`src/rtl/core/dzte_pkg.sv`:
```
// ----------------------------------------------------------------------------
// dzte_pkg
// Shared types and constants for the delta zigzag trace encoder.
// ----------------------------------------------------------------------------
package dzte_pkg;

    localparam int SAMPLE_WIDTH = 16;
    localparam int CODE_WIDTH   = 17;
    localparam int FRAME_WIDTH  = 16;
    localparam int QUEUE_DEPTH  = 4;
    localparam int QPTR_WIDTH   = $clog2(QUEUE_DEPTH);
    localparam int QCNT_WIDTH   = $clog2(QUEUE_DEPTH + 1);

    localparam logic [CODE_WIDTH-1:0] ESCAPE_CODE = CODE_WIDTH'(255);

    localparam logic STREAM_MAIN   = 1'b0;
    localparam logic STREAM_ESCAPE = 1'b1;

    typedef struct packed {
        logic                  two_results;
        logic [7:0]            first_byte;
        logic                  second_select;
        logic [CODE_WIDTH-1:0] second_code;
    } dzte_entry_t;

    typedef struct packed {
        logic full;
        logic empty;
    } dzte_qstat_t;

endpackage

```
`src/rtl/core/dzte_front.sv`:
```
// ----------------------------------------------------------------------------
// dzte_front
// Accepts samples, tracks trace position and previous sample, and forms
// one queue entry per sample (raw first sample, short code or escape).
// ----------------------------------------------------------------------------
module dzte_front (
    input  logic                              clk,
    input  logic                              rst_n,
    input  logic                              frames_per_trace_we,
    input  logic [dzte_pkg::FRAME_WIDTH-1:0]  frames_per_trace,
    input  logic                              in_valid,
    output logic                              in_stall,
    input  logic [15:0]                       sample,
    input  dzte_pkg::dzte_qstat_t             qstat,
    output logic                              push,
    output dzte_pkg::dzte_entry_t             push_entry
);
    import dzte_pkg::*;

    logic [FRAME_WIDTH-1:0]  frames_reg;
    logic [FRAME_WIDTH-1:0]  frames_eff;
    logic [15:0]             prev_reg;
    logic [15:0]             prev_next;
    logic [FRAME_WIDTH-1:0]  index_reg;
    logic [FRAME_WIDTH-1:0]  index_next;
    logic [FRAME_WIDTH-1:0]  index_inc;
    logic [15:0]             samp;
    logic [CODE_WIDTH-1:0]   diff;
    logic [CODE_WIDTH-1:0]   zz;

    assign in_stall = qstat.full;
    assign push     = in_valid && !qstat.full;

    assign samp = 16'(sample[SAMPLE_WIDTH-1:0]);
    assign diff = {1'b0, samp} - {1'b0, prev_reg};
    assign zz   = {diff[CODE_WIDTH-2:0], 1'b0} ^ {CODE_WIDTH{diff[CODE_WIDTH-1]}};

    assign frames_eff = (frames_reg == '0) ? FRAME_WIDTH'(1) : frames_reg;
    assign index_inc  = index_reg + FRAME_WIDTH'(1);

    always_comb
    begin
        if (index_reg == '0)
        begin
            push_entry.two_results   = 1'b1;
            push_entry.first_byte    = samp[7:0];
            push_entry.second_select = STREAM_MAIN;
            push_entry.second_code   = CODE_WIDTH'(samp[15:8]);
        end
        else if (zz >= ESCAPE_CODE)
        begin
            push_entry.two_results   = 1'b1;
            push_entry.first_byte    = ESCAPE_CODE[7:0];
            push_entry.second_select = STREAM_ESCAPE;
            push_entry.second_code   = zz;
        end
        else
        begin
            push_entry.two_results   = 1'b0;
            push_entry.first_byte    = zz[7:0];
            push_entry.second_select = STREAM_MAIN;
            push_entry.second_code   = zz;
        end
    end

    always_comb
    begin
        prev_next  = prev_reg;
        index_next = index_reg;
        if (push)
        begin
            prev_next  = samp;
            index_next = (index_inc >= frames_eff) ? '0 : index_inc;
        end
    end

    always_ff @(posedge clk or negedge rst_n)
    begin
        if (!rst_n)
        begin
            frames_reg <= FRAME_WIDTH'(1);
            prev_reg   <= '0;
            index_reg  <= '0;
        end
        else
        begin
            if (frames_per_trace_we)
            begin
                frames_reg <= frames_per_trace;
            end
            prev_reg  <= prev_next;
            index_reg <= index_next;
        end
    end

endmodule

```
`src/rtl/core/dzte_queue.sv`:
```
// ----------------------------------------------------------------------------
// dzte_queue
// Short FIFO of classified entries between the front and the back.
// ----------------------------------------------------------------------------
module dzte_queue (
    input  logic                   clk,
    input  logic                   rst_n,
    input  logic                   push,
    input  dzte_pkg::dzte_entry_t  push_entry,
    input  logic                   pop,
    output dzte_pkg::dzte_entry_t  head_entry,
    output dzte_pkg::dzte_qstat_t  qstat
);
    import dzte_pkg::*;

    dzte_entry_t             mem [QUEUE_DEPTH];
    logic [QPTR_WIDTH-1:0]   wr_ptr_reg;
    logic [QPTR_WIDTH-1:0]   rd_ptr_reg;
    logic [QCNT_WIDTH-1:0]   count_reg;
    logic [QCNT_WIDTH-1:0]   count_next;

    assign qstat.full  = (count_reg == QCNT_WIDTH'(QUEUE_DEPTH));
    assign qstat.empty = (count_reg == '0);
    assign head_entry  = mem[rd_ptr_reg];

    always_comb
    begin
        count_next = count_reg;
        if (push && !pop)
        begin
            count_next = count_reg + QCNT_WIDTH'(1);
        end
        else if (pop && !push)
        begin
            count_next = count_reg - QCNT_WIDTH'(1);
        end
    end

    always_ff @(posedge clk)
    begin
        if (push)
        begin
            mem[wr_ptr_reg] <= push_entry;
        end
    end

    always_ff @(posedge clk or negedge rst_n)
    begin
        if (!rst_n)
        begin
            wr_ptr_reg <= '0;
            rd_ptr_reg <= '0;
            count_reg  <= '0;
        end
        else
        begin
            if (push)
            begin
                wr_ptr_reg <= wr_ptr_reg + QPTR_WIDTH'(1);
            end
            if (pop)
            begin
                rd_ptr_reg <= rd_ptr_reg + QPTR_WIDTH'(1);
            end
            count_reg <= count_next;
        end
    end

`ifndef ASSERT_OFF
    a_count_bound: assert property (@(posedge clk) disable iff (!rst_n)
        count_reg <= QCNT_WIDTH'(QUEUE_DEPTH))
        else $error("queue count above depth");
    a_no_overflow: assert property (@(posedge clk) disable iff (!rst_n)
        qstat.full && !pop |-> !push)
        else $error("push into full queue");
    a_no_underflow: assert property (@(posedge clk) disable iff (!rst_n)
        qstat.empty |-> !pop)
        else $error("pop from empty queue");
`endif

endmodule

```
`src/rtl/core/dzte_back.sv`:
```
// ----------------------------------------------------------------------------
// dzte_back
// Splits each queue entry into its one or two results and drives the
// registered output channel.
// ----------------------------------------------------------------------------
module dzte_back (
    input  logic                               clk,
    input  logic                               rst_n,
    input  dzte_pkg::dzte_entry_t              head_entry,
    input  dzte_pkg::dzte_qstat_t              qstat,
    output logic                               pop,
    output logic                               out_valid,
    input  logic                               out_stall,
    output logic                               stream_select,
    output logic [dzte_pkg::CODE_WIDTH-1:0]    code_value,
    output logic                               last_of_run
);
    import dzte_pkg::*;

    logic                  valid_reg;
    logic                  valid_next;
    logic                  phase_reg;
    logic                  phase_next;
    logic                  load;
    logic                  sel_reg;
    logic                  sel_next;
    logic [CODE_WIDTH-1:0] code_reg;
    logic [CODE_WIDTH-1:0] code_next;
    logic                  last_reg;
    logic                  last_next;

    assign load = (!valid_reg || !out_stall) && !qstat.empty;

    always_comb
    begin
        pop        = 1'b0;
        phase_next = phase_reg;
        valid_next = valid_reg && out_stall;
        sel_next   = sel_reg;
        code_next  = code_reg;
        last_next  = last_reg;
        if (load)
        begin
            valid_next = 1'b1;
            if (!phase_reg)
            begin
                sel_next  = STREAM_MAIN;
                code_next = CODE_WIDTH'(head_entry.first_byte);
                last_next = !head_entry.two_results;
                if (head_entry.two_results)
                begin
                    phase_next = 1'b1;
                end
                else
                begin
                    pop = 1'b1;
                end
            end
            else
            begin
                sel_next   = head_entry.second_select;
                code_next  = head_entry.second_code;
                last_next  = 1'b1;
                phase_next = 1'b0;
                pop        = 1'b1;
            end
        end
    end

    always_ff @(posedge clk or negedge rst_n)
    begin
        if (!rst_n)
        begin
            valid_reg <= 1'b0;
            phase_reg <= 1'b0;
        end
        else
        begin
            valid_reg <= valid_next;
            phase_reg <= phase_next;
        end
    end

    always_ff @(posedge clk)
    begin
        sel_reg  <= sel_next;
        code_reg <= code_next;
        last_reg <= last_next;
    end

    assign out_valid     = valid_reg;
    assign stream_select = sel_reg;
    assign code_value    = code_reg;
    assign last_of_run   = last_reg;

`ifndef ASSERT_OFF
    a_escape_is_last: assert property (@(posedge clk) disable iff (!rst_n)
        valid_reg && sel_reg |-> last_reg)
        else $error("escape result not last of its sample");
    a_first_is_byte: assert property (@(posedge clk) disable iff (!rst_n)
        valid_reg && !last_reg |-> !sel_reg && (code_reg[CODE_WIDTH-1:8] == '0))
        else $error("leading result is not a main-stream byte");
    a_second_follows: assert property (@(posedge clk) disable iff (!rst_n)
        valid_reg && !out_stall && !last_reg |=> valid_reg)
        else $error("second result missing after leading result");
`endif

endmodule

```
`src/rtl/core/delta_zigzag_trace_encoder.sv`:
```
// ----------------------------------------------------------------------------
// delta_zigzag_trace_encoder
// Delta and zigzag encoder for sample traces: main byte stream plus
// escape value stream, one result per output handshake.
// ----------------------------------------------------------------------------
// Entries are held in the queue; results leave through the output register.
// Throughput: one result per cycle while out_stall is low, set by the single
// output register; a trace start or escape gives two results, others one.
// A four-entry queue absorbs two-result samples; in_stall is set only when full.
// Reset clears the queue, output valid, previous sample and trace position;
// the frame count resets to one.
module delta_zigzag_trace_encoder (
    input  logic                               clk,
    input  logic                               rst_n,
    input  logic                               frames_per_trace_we,
    input  logic [dzte_pkg::FRAME_WIDTH-1:0]   frames_per_trace,
    input  logic                               in_valid,
    output logic                               in_stall,
    input  logic [15:0]                        sample,
    output logic                               out_valid,
    input  logic                               out_stall,
    output logic                               stream_select,
    output logic [dzte_pkg::CODE_WIDTH-1:0]    code_value,
    output logic                               last_of_run
);
    import dzte_pkg::*;

    logic        push;
    logic        pop;
    dzte_entry_t push_entry;
    dzte_entry_t head_entry;
    dzte_qstat_t qstat;

    dzte_front u_front (
        .clk                 (clk),
        .rst_n               (rst_n),
        .frames_per_trace_we (frames_per_trace_we),
        .frames_per_trace    (frames_per_trace),
        .in_valid            (in_valid),
        .in_stall            (in_stall),
        .sample              (sample),
        .qstat               (qstat),
        .push                (push),
        .push_entry          (push_entry)
    );

    dzte_queue u_queue (
        .clk        (clk),
        .rst_n      (rst_n),
        .push       (push),
        .push_entry (push_entry),
        .pop        (pop),
        .head_entry (head_entry),
        .qstat      (qstat)
    );

    dzte_back u_back (
        .clk           (clk),
        .rst_n         (rst_n),
        .head_entry    (head_entry),
        .qstat         (qstat),
        .pop           (pop),
        .out_valid     (out_valid),
        .out_stall     (out_stall),
        .stream_select (stream_select),
        .code_value    (code_value),
        .last_of_run   (last_of_run)
    );

endmodule
```
`config.mk`:
```
export PLATFORM = sky130hd
export DESIGN_NAME = delta_zigzag_trace_encoder
export DESIGN_NICKNAME = d
export VERILOG_FILES = /design/src/rtl/core/dzte_pkg.sv /design/src/rtl/core/dzte_front.sv /design/src/rtl/core/dzte_queue.sv /design/src/rtl/core/dzte_back.sv /design/src/rtl/core/delta_zigzag_trace_encoder.sv
export SDC_FILE = /design/constraint.sdc
export NUM_CORES = 1
export LEC_CHECK = 0
export BUFFER_PORTS_ARGS = -buffer_cell sky130_fd_sc_hd__buf_2
export CAP_MARGIN = 20
export CELL_PAD_IN_SITES_DETAIL_PLACEMENT = 1
export CELL_PAD_IN_SITES_GLOBAL_PLACEMENT = 1
export CORE_ASPECT_RATIO = 0.7
export CORE_MARGIN = 1
export CORE_UTILIZATION = 40
export CTS_CLUSTER_SIZE = 12
export DETAILED_ROUTE_END_ITERATION = 6
export PLACE_DENSITY = 0.7
export REMOVE_ABC_BUFFERS = 1
export SYNTH_ARGS = -nofsm -noshare
export SYNTH_HDL_FRONTEND = slang
export SYNTH_SLANG_ARGS = --single-unit
```
`constraint.sdc`:
```
create_clock -name clk -period 3.29 [get_ports clk]
set_input_delay 0.8225 -clock clk [delete_from_list [all_inputs] [get_ports clk]]
set_output_delay 0.8225 -clock clk [all_outputs]
set_load 0.05 [all_outputs]
```
Yosys cells after proc, flatten, opt, wreduce, memory -nomap -nowiden
Memories as Yosys holds them, arrays and structs flattened.
Index checks and enable logic that the tools add are counted.
{ "word_totals": {"mem_bits_rw": 108, "output_inout_bits": 21, "wordCells": 55, "ff_bits": 76, "n_memories": 1, "in_bits": 37} }
{ "classes": {"n_reduce_logical": 17, "bitwise_logic": 1, "n_addsub": 6, "eq_ne": 1, "order_cmp": 2, "n_mux": 15} }
{ "memory_table": {"columns": ["memory", "depth", "word_bits", "read_ports", "rd_clocked_by_memory_dff", "write_ports", "line_no", "text"], "rows": [
  ["u_queue.mem", 4, 27, 1, 0, 1, "dzte_queue.sv:16", "dzte_entry_t mem [QUEUE_DEPTH];"]
]} }
{ "op_table": {"columns": ["operator", "n"], "rows": [
  ["two-way mux 27 bit", 2],
  ["zero test 16 bit", 2],
  ["two-way mux 16 bit", 2],
  [">= comparator 17 x 8 -> 1 bit, second input constant", 1],
  ["subtractor 16 x 16 -> 17 bit", 1],
  ["XOR 17 bit", 1],
  ["adder 16 x 1 -> 16 bit, second input constant", 1],
  [">= comparator 16 bit", 1],
  ["two-way mux 1 bit", 8],
  ["two-way mux 8 bit", 1],
  ["zero test 1 bit", 7],
  ["two-way mux 3 bit", 2],
  ["logical AND 1 bit", 5],
  ["adder 2 x 1 -> 2 bit, second input constant", 2],
  ["adder 3 x 1 -> 3 bit, second input constant", 1],
  ["equality test 3 bit, second input constant", 1],
  ["zero test 3 bit", 1],
  ["subtractor 3 x 1 -> 3 bit, second input constant", 1],
  ["nonzero test 2 bit", 1],
  ["logical OR 1 bit", 1]
]} }

Depth between registers and ports, before layout
Gate-level depths: netlist of run 1.
{ "logic_depth": {"word_depth": 7, "mapped_depth": 16, "mapped_depth_nobuf": 15} }

Hierarchy
A second synthesis of run 1 with hierarchy kept.
{ "hier_totals": {"hier_cells": 731, "area_unflattened_um2": 9157.5} }
{ "by_module_without_submodules": {"columns": ["mod", "cells_per_inst", "area_per_inst_um2", "n_inst", "seq_area_each_um2"], "rows": [
  ["dzte_queue", 175, 4299.1, 1, 3418.3],
  ["dzte_front", 508, 4022.6, 1, 1202.4],
  ["dzte_back", 48, 835.8, 1, 620.6]
]} }

Worst setup path after synthesis of run 1
OpenSTA, ideal clock, no wires.
{ "synth_timing": {"path_kind": "input port to flip-flop", "from": "in sample[0]", "to": "mem u_queue.mem[0][19] (netlist bit) (data pin)", "t_arrival_ps": 3391, "required_ps": 2991, "setup_slack_ps": -401, "path_stages": 15, "setup_ps": 299, "cell_sequence": "inv_1 ha_1 fa_1 nor2b_1 o31a_1 o21ai_1 o21ai_2 inv_2 buf_2 ha_1 inv_1 o2111ai_1 a22oi_1 a211oi_2 a41oi_1"} }
{ "synth_lines": {"columns": ["item", "line_no", "text"], "rows": [
  ["start, declared", "delta_zigzag_trace_encoder.sv:19", "input logic [15:0] sample,"],
  ["end, declared", "dzte_queue.sv:16", null]
]} }

==> results.py, run 1 <==
metrics = {
    "timing": {
        "final_hold_viol_count": 0,
        "max-slew-margin-rel_pct": 41.2,
        "finalMaxSlewViolations": 0,
        "skew_ns": 0.0122,
        "fmax_ghz": 0.299,
        "fin_ws_ns": -0.0541,
        "rsz0062_at_grt": "true",
        "min_period_over_period_pct": 102,
        "setup_viol": 24,
        "period_needed_ns": 3.34,
        "worst_slew_pin_slew_ns": 0.881,
    },
    "synth": {
        "synth_adder_area_share_pct": 5.95,
        "yosys.area.top_type_share_pct": 42.0,
        "synth-compound-area-share_pct": 9.15,
        "synth_seq_area_share_pct": 57.7,
        "yosysWarningCount": 0,
        "syn_inst": 735,
        "synth-seq-cells": 184,
        "synthArstFlopShare_pct": 31.0,
        "synthTopCellsByArea": "edfxtp_1, dfrtp_1, mux4_2",
        "synth_mux_area_share_pct": 8.30,
        "synth_area_um2": 9080,
        "synth_edf_count": 127,
        "yosys.cell_types.count": 62,
        "synth.avg_cell_area_um2": 12.4,
        "synth_largest_area_cell": "edfxtp_1",
        "synth-xor-area-share_pct": 3.86,
        "synthFlopType": "edfxtp_1",
        "yosys.area_share.simple_pct": 11.9,
        "synth_top_family_by_area": "simple AND/OR/NAND/NOR gates",
    },
    "drt": {
        "first_iter_violations": 371,
        "wl_per_cell_um": 19.9,
        "drt_wl_total_um": 23900,
        "via_per_inst": 5.32,
        "via_count": 6395,
        "ant_nets": 0,
        "drc_errors": 0,
        "first_pass_iters": 4,
    },
    "floorplanning": {
        "initial_core_util_pct": 41.3,
        "die_h_um": 128,
        "core_um2": 22000,
        "die-area_um2": 23300,
        "pin_count": 58,
        "chipWidth_um": 182,
        "row_count": 45,
    },
    "worst_setup_path": {
        "slowest_delay_ns": 0.56,
        "path_cells": "buf_8, inv_4, ha_4, fa_2, nor2b_2, o31a_1, o21ai_2, o21ai_2, buf_4, nand2_2, or4_4, buf_4, a21oi_4, buf_4, a31oi_4",
        "critPathMaxFanout": 5,
        "crit_type": "in -> reg",
        "critPathRequiredTime_ns": 3.45,
        "worstPathArrival_ns": 3.51,
        "cp-start-kind": "input port",
        "cp_num_buf_inv": 5,
        "r2r_slack_ns": 0,
        "path_common_cell": "buf_4",
        "cp_slowest_cell": "or4_4",
        "cp-end-kind": "flop",
        "critical-path-top-delay-family": "compound AO/OA/AOI/OAI gates",
        "path_depth": 15,
        "reg2reg_depth": 13,
    },
    "layout": {
        "nets": 985,
        "largest_register_ffs": 108,
        "syn_to_final_growth_pct": 25.8,
        "final_cells": 1202,
        "regMostFlops": "u_queue.mem",
        "drive_above_1_share_pct": 32.2,
    },
    "clock_network": {
        "cts.clk_slew.worst_paths_ns": 0.08,
        "htree_levels": 4,
        "numCtsBuffers": 17,
        "cts_root_buf": "clkbuf_16",
        "clock_sinks": 184,
        "cts_tree": "yes",
        "cts_hold_buffers": 0,
        "cts_buffer_depth": 2,
        "clock_latency_ns": 0.44,
    },
    "power_and_ir_drop": {
        "clkPwrFrac_pct": 18.7,
        "power_switching_share_pct": 38.9,
        "switchingPower_mw": 4.47,
        "p_leak_nw": 4.56,
        "finalPower_mw": 11.5,
        "p_seq_share_pct": 33.2,
        "p_per_area_nw_per_um2": 1010,
        "intPower_mw": 7.03,
        "irDropWorstVdd_mv": 0.408,
        "power_frac_comb_pct": 48.1,
    },
    "placed_design": {
        "gp_congestion": 0.839,
        "place_hpwl_um": 16800,
        "io_buffers": 57,
        "placedCellCount": 1156,
    },
    "worst_hold_path": {
        "hp-class": "in -> async",
    },
    "global_routing": {
        "grt_max_degree": 36,
        "grt_pass1_wl_um": 37200,
        "overflow": 0,
        "gr-usage-all-layers_pct": 21.2,
        "grt_pass1_vias": 6837,
        "antenna_found_initial": 1,
    },
    "status": {
        "violations": "setup timing",
        "status": "finished with violations",
    },
    "job": {
        "cap_violations": 0,
    },
}
metrics by stage:
stage	TNS (ns)	setup WS, ns	instance area (µm²)	hold WS (ns)	util, %
after global placement	-22.01	-0.572	10400	0.470	47.6
after CTS	0	0.00346	11200	0.515	51.2
after detailed placement	-29.96	-0.729	10400	0.496	47.6
after floorplan	-49.57	-0.712	8960	0.454	-
final	-0.698	-0.0541	11400	0.482	52.0
after global routing	-4.57	-0.159	11400	0.537	52.0
synthesized netlist by cell type, drive strengths merged, types with 2 or more instances:
cell type / instances
o21a: 5
or3: 4
or4: 4
nor2b: 6
nor3: 12
nor4: 9
nand2: 85
clkbuf: 22
nor4b: 2
and3: 5
a31oi: 7
nand2b: 5
a41oi: 2
or2: 2
fa: 2
inv: 44
dfrtp: 56
nor2: 46
o21ai: 64
o2111ai: 3
and2: 20
a211oi: 5
edfxtp: 127
xor2: 11
o22ai: 3
o31a: 2
nand4: 9
a21oi: 20
mux2i: 2
nand3: 7
ha: 40
a21boi: 2
xnor2: 29
mux4: 27
and4: 3
buf: 7
o211a: 3
a21o: 11
mux2: 10
path summary, 6_finish.rpt:
check / from / endpoint
min in group clk: u_back.out_valid / u_back.out_valid
max in group asynchronous: rst_n / u_front.frames_reg[0]
min reg2reg: u_back.out_valid / u_back.out_valid
min: rst_n / u_front.prev_reg[7]
max reg2reg: u_front.prev_reg[0] / u_queue.mem[0][23]
max: sample[0] / u_queue.mem[0][23]
final cells by class:
class                           instances  area [µm²]
Clock buffer                           18         429
Sequential cell                       184        5240
Fill cell                            2306       10500
Tap cell                              282         353
Multi-Input combinational cell        478        3780
Antenna cell                            1        2.50
Timing Repair Buffer                  181        1260
Clock inverter                         14         181
Inverter                               44         168
placed cells by master (no fill, tap or decap), types with 7 or more instances in the layout:
cell type / Yosys / layout
nor3_1: 12 / 11
nand2_1: 84 / 83
edfxtp_1: 127 / 127
nand4_1: 9 / 9
and2_1: 20 / 19
mux2_2: 10 / 10
a21o_1: 11 / 11
nor2_1: 46 / 45
xnor2_1: 29 / 27
o21ai_0: 52 / 50
inv_1: 43 / 42
a21oi_1: 19 / 14
clkbuf_16: 0 / 17
ha_1: 40 / 37
xor2_1: 11 / 11
nand3_1: 7 / 7
o21ai_1: 10 / 9
nor4_1: 9 / 8
buf_4: 1 / 119
mux4_2: 27 / 27
buf_2: 4 / 56
dfrtp_1: 56 / 55
routing by layer:
layer,part of all wire [%],GRT usage [%]
met5,0,0
met4,1.2,5.78
met3,3.4,3.61
met2,47,33.7
met1,49,30.1
power groups by stage:
stage	logic [mW]	registers (mW)	clock network, mW
2_1_floorplan	2.57	4.31	0
5_1_grt	5.97	3.88	2.27
6_report	5.53	3.81	2.15
3_5_place_dp	5.20	3.86	0
3_3_place_gp	4.95	3.80	0
4_1_cts	5.40	3.82	2.18
logic make-up after synthesis:
logic type,after synthesis
buffers and inverters,73
adders and majority gates,42
muxes,39
DFF,184
AOI/OAI and AO/OA,134
and+or+nand+nor,223
xor gates and xnor gates,40
worst reg2reg max path, stage by stage, from the launching register on:
cell and delay, ns:
dfrtp_1 0.42, ha_4 0.18, fa_2 0.35, nor2b_2 0.13
o31a_1 0.21, o21ai_2 0.10, o21ai_2 0.19, buf_4 0.15
nand2_2 0.04, or4_4 0.56, buf_4 0.17, a21oi_4 0.25
buf_4 0.17, a31oi_4 0.09
repair_timing:
item                                    in CTS  in global routing
endpoints found under the setup margin      56                 56
buffers inserted                             6                  7
endpoints found under the hold margin        0                  0
resized for setup                           23                 25
pin swaps                                   13                 20
Power figures use the tool's default switching activity.
==> inputs of run 2 (changes only) <==
--- a/config.mk
+++ b/config.mk
@@ -15,6 +15,7 @@
 export CTS_CLUSTER_SIZE = 12
 export DETAILED_ROUTE_END_ITERATION = 6
 export PLACE_DENSITY = 0.7
+export RECOVER_POWER = 100
 export REMOVE_ABC_BUFFERS = 1
 export SYNTH_ARGS = -nofsm -noshare
 export SYNTH_HDL_FRONTEND = slang
==> run 2 against run 1 <==
The run ends with capacitance limit, slew limit, setup timing left. Sequential power about the same. Highest routed layer unchanged. Combinational power decreased by 1%. Power decreased by 0.42%. Critical endpoint is now u_queue.mem[1][23]. Clock skew decreased by 0.0017 ns.
==> results.py, run 2 (synthesis results as in run 1) <==
metrics = {
    "global_routing": {
        "grt_max_degree": 36,
        "overflow": 0,
        "grt_pass1_wl_um": 37200,
        "grt_pass1_vias": 6837,
        "antenna_found_initial": 1,
        "gr-usage-all-layers_pct": 21.2,
    },
    "power_and_ir_drop": {
        "p_per_area_nw_per_um2": 1010,
        "clkPwrFrac_pct": 18.9,
        "intPower_mw": 6.97,
        "irDropWorstVdd_mv": 0.410,
        "p_leak_nw": 4.47,
        "power_frac_comb_pct": 47.7,
        "power_switching_share_pct": 39.1,
        "p_seq_share_pct": 33.4,
        "switchingPower_mw": 4.47,
    },
    "worst_setup_path": {
        "r2r-start": "u_front.prev_reg[0]",
        "critPathRequiredTime_ns": 3.46,
        "cp-end-kind": "flop",
        "cp-start-kind": "input port",
        "reg2reg_depth": 13,
        "crit_type": "in -> reg",
        "worstPathArrival_ns": 3.51,
        "r2r_end": "u_queue.mem[1][23]",
        "r2r_slack_ns": 0,
        "critPathMaxFanout": 5,
    },
    "drt": {
        "via_count": 6411,
        "first_iter_violations": 330,
        "drc_errors": 0,
        "wl_per_cell_um": 19.9,
        "first_pass_iters": 4,
        "drt_wl_total_um": 23900,
        "via_per_inst": 5.33,
        "ant_nets": 0,
    },
    "layout": {
        "syn_to_final_growth_pct": 25.1,
        "nets": 985,
        "final_cell_mix": "edfxtp_1, buf_4, nand2_1, dfrtp_1, o21ai_0",
        "regMostFlops": "u_queue.mem",
        "final_cells": 1202,
        "largest_register_ffs": 108,
        "final_common_cell": "edfxtp_1",
        "drive_above_1_share_pct": 28.6,
        "fillers": 2322,
        "fin_area_um2": 11400,
    },
    "clock_network": {
        "cts_buffer_depth": 2,
        "cts_tree": "yes",
        "cts.clk_slew.worst_paths_ns": 0.07,
        "clock_latency_ns": 0.44,
        "cts_root_buf": "clkbuf_16",
        "cts_hold_buffers": 0,
        "clock_sinks": 184,
        "htree_levels": 4,
        "numCtsBuffers": 17,
    },
    "timing": {
        "min_period_over_period_pct": 102,
        "skew_ns": 0.0105,
        "setup_viol": 20,
        "worst_slew_pin_slew_ns": 2.11,
        "period_needed_ns": 3.34,
        "fin_ws_ns": -0.0509,
        "final_hold_viol_count": 0,
        "rsz0062_at_grt": "true",
        "finalMaxSlewViolations": 64,
        "max-slew-margin-rel_pct": -40.4,
        "fmax_ghz": 0.299,
    },
    "status": {
        "status": "finished with violations",
        "violations": "capacitance limit, slew limit, setup timing",
    },
    "floorplanning": {
        "initial_core_util_pct": 41.3,
        "row_count": 45,
        "die-area_um2": 23300,
        "pin_count": 58,
        "core_um2": 22000,
        "die_h_um": 128,
        "chipWidth_um": 182,
    },
    "worst_hold_path": {
        "hp-class": "reg -> reg",
        "min_from": "u_back.out_valid",
        "worstHoldEndpoint": "u_back.out_valid",
        "holdPathStages": 2,
    },
    "job": {
        "cap_violations": 2,
    },
    "placed_design": {
        "io_buffers": 57,
        "placed_area_um2": 10400,
        "place_hpwl_um": 16800,
        "gp_congestion": 0.839,
        "place_ws_ns": -0.729,
        "placedCellCount": 1156,
    },
}
==> run 2: power groups by stage <==
stage	Clock [mW]	Combinational [mW]	Sequential, mW
after floorplan	0	2.57	4.31
after global placement	0	4.95	3.80
after detailed placement	0	5.20	3.86
after CTS	2.18	5.40	3.82
after global routing	2.27	5.91	3.90
final	2.16	5.46	3.83
==> run 2: what timing repair did <==
action                                  4_1_cts  5_1_grt
pin swaps                                    13       20
endpoints found under the setup margin       56       56
gates resized for setup                      23       25
buffers inserted                              6        7
==> run 2: how the worst max path moves through the flow <==
stage	end	cells after the start	slack, ns	from
global route	u_queue.mem[3][26]	13	-0.16	sample[0]
finish	u_queue.mem[1][23]	15	-0.05	sample[0]
detailed placement	u_queue.mem[0][19]	12	-0.73	sample[0]
CTS	u_queue.mem[3][17]	13	0.003	sample[13]
floorplan	u_queue.mem[0][19]	14	-0.71	sample[0]
global placement	u_queue.mem[0][19]	12	-0.57	sample[0]
==> run 2: worst max-delay path: stages <==
cell and delay (ns):
buf_8 0.08, inv_4 0.03, ha_4 0.15, fa_2 0.35, nor2b_2 0.13, o31a_1 0.21
o21ai_2 0.10, o21ai_2 0.19, buf_4 0.14, nand2_2 0.04, or4_4 0.56, buf_4 0.17
a21oi_4 0.25, buf_4 0.17, a31oi_4 0.10
==> run 2: per-layer routing <==
metal	global-route usage (%)	share of wire [%]	up-vias
met4	5.78	1.2	0
met3	3.61	4.0	21
met1	30.1	48	3238
met2	33.7	47	122
met5	0	0	-
li1	-	-	3030
==> run 2: layout make-up <==
class	instances	area, µm²	share of cell area (%)
diodes	1	2.50	0.0220
clock buffers	18	429	3.78
clock inverters	14	181	1.60
inverters	44	168	1.48
multi-input cells	478	3780	33.3
flip-flops and latches	184	5240	46.2
well taps	282	353	3.11
repair buffers	181	1200	10.5
==> run 2: per-stage QoR <==
stage          TNS [ns]  hold slack, ns  power, mW  utilization, %
6_report         -0.501           0.544       11.4            51.7
5_1_grt           -4.60           0.570       12.1            51.7
4_1_cts               0           0.515       11.4            51.2
3_5_place_dp     -29.96           0.496       9.07            47.6
3_3_place_gp     -22.01           0.470       8.75            47.6
2_1_floorplan    -49.57           0.454       6.87               -
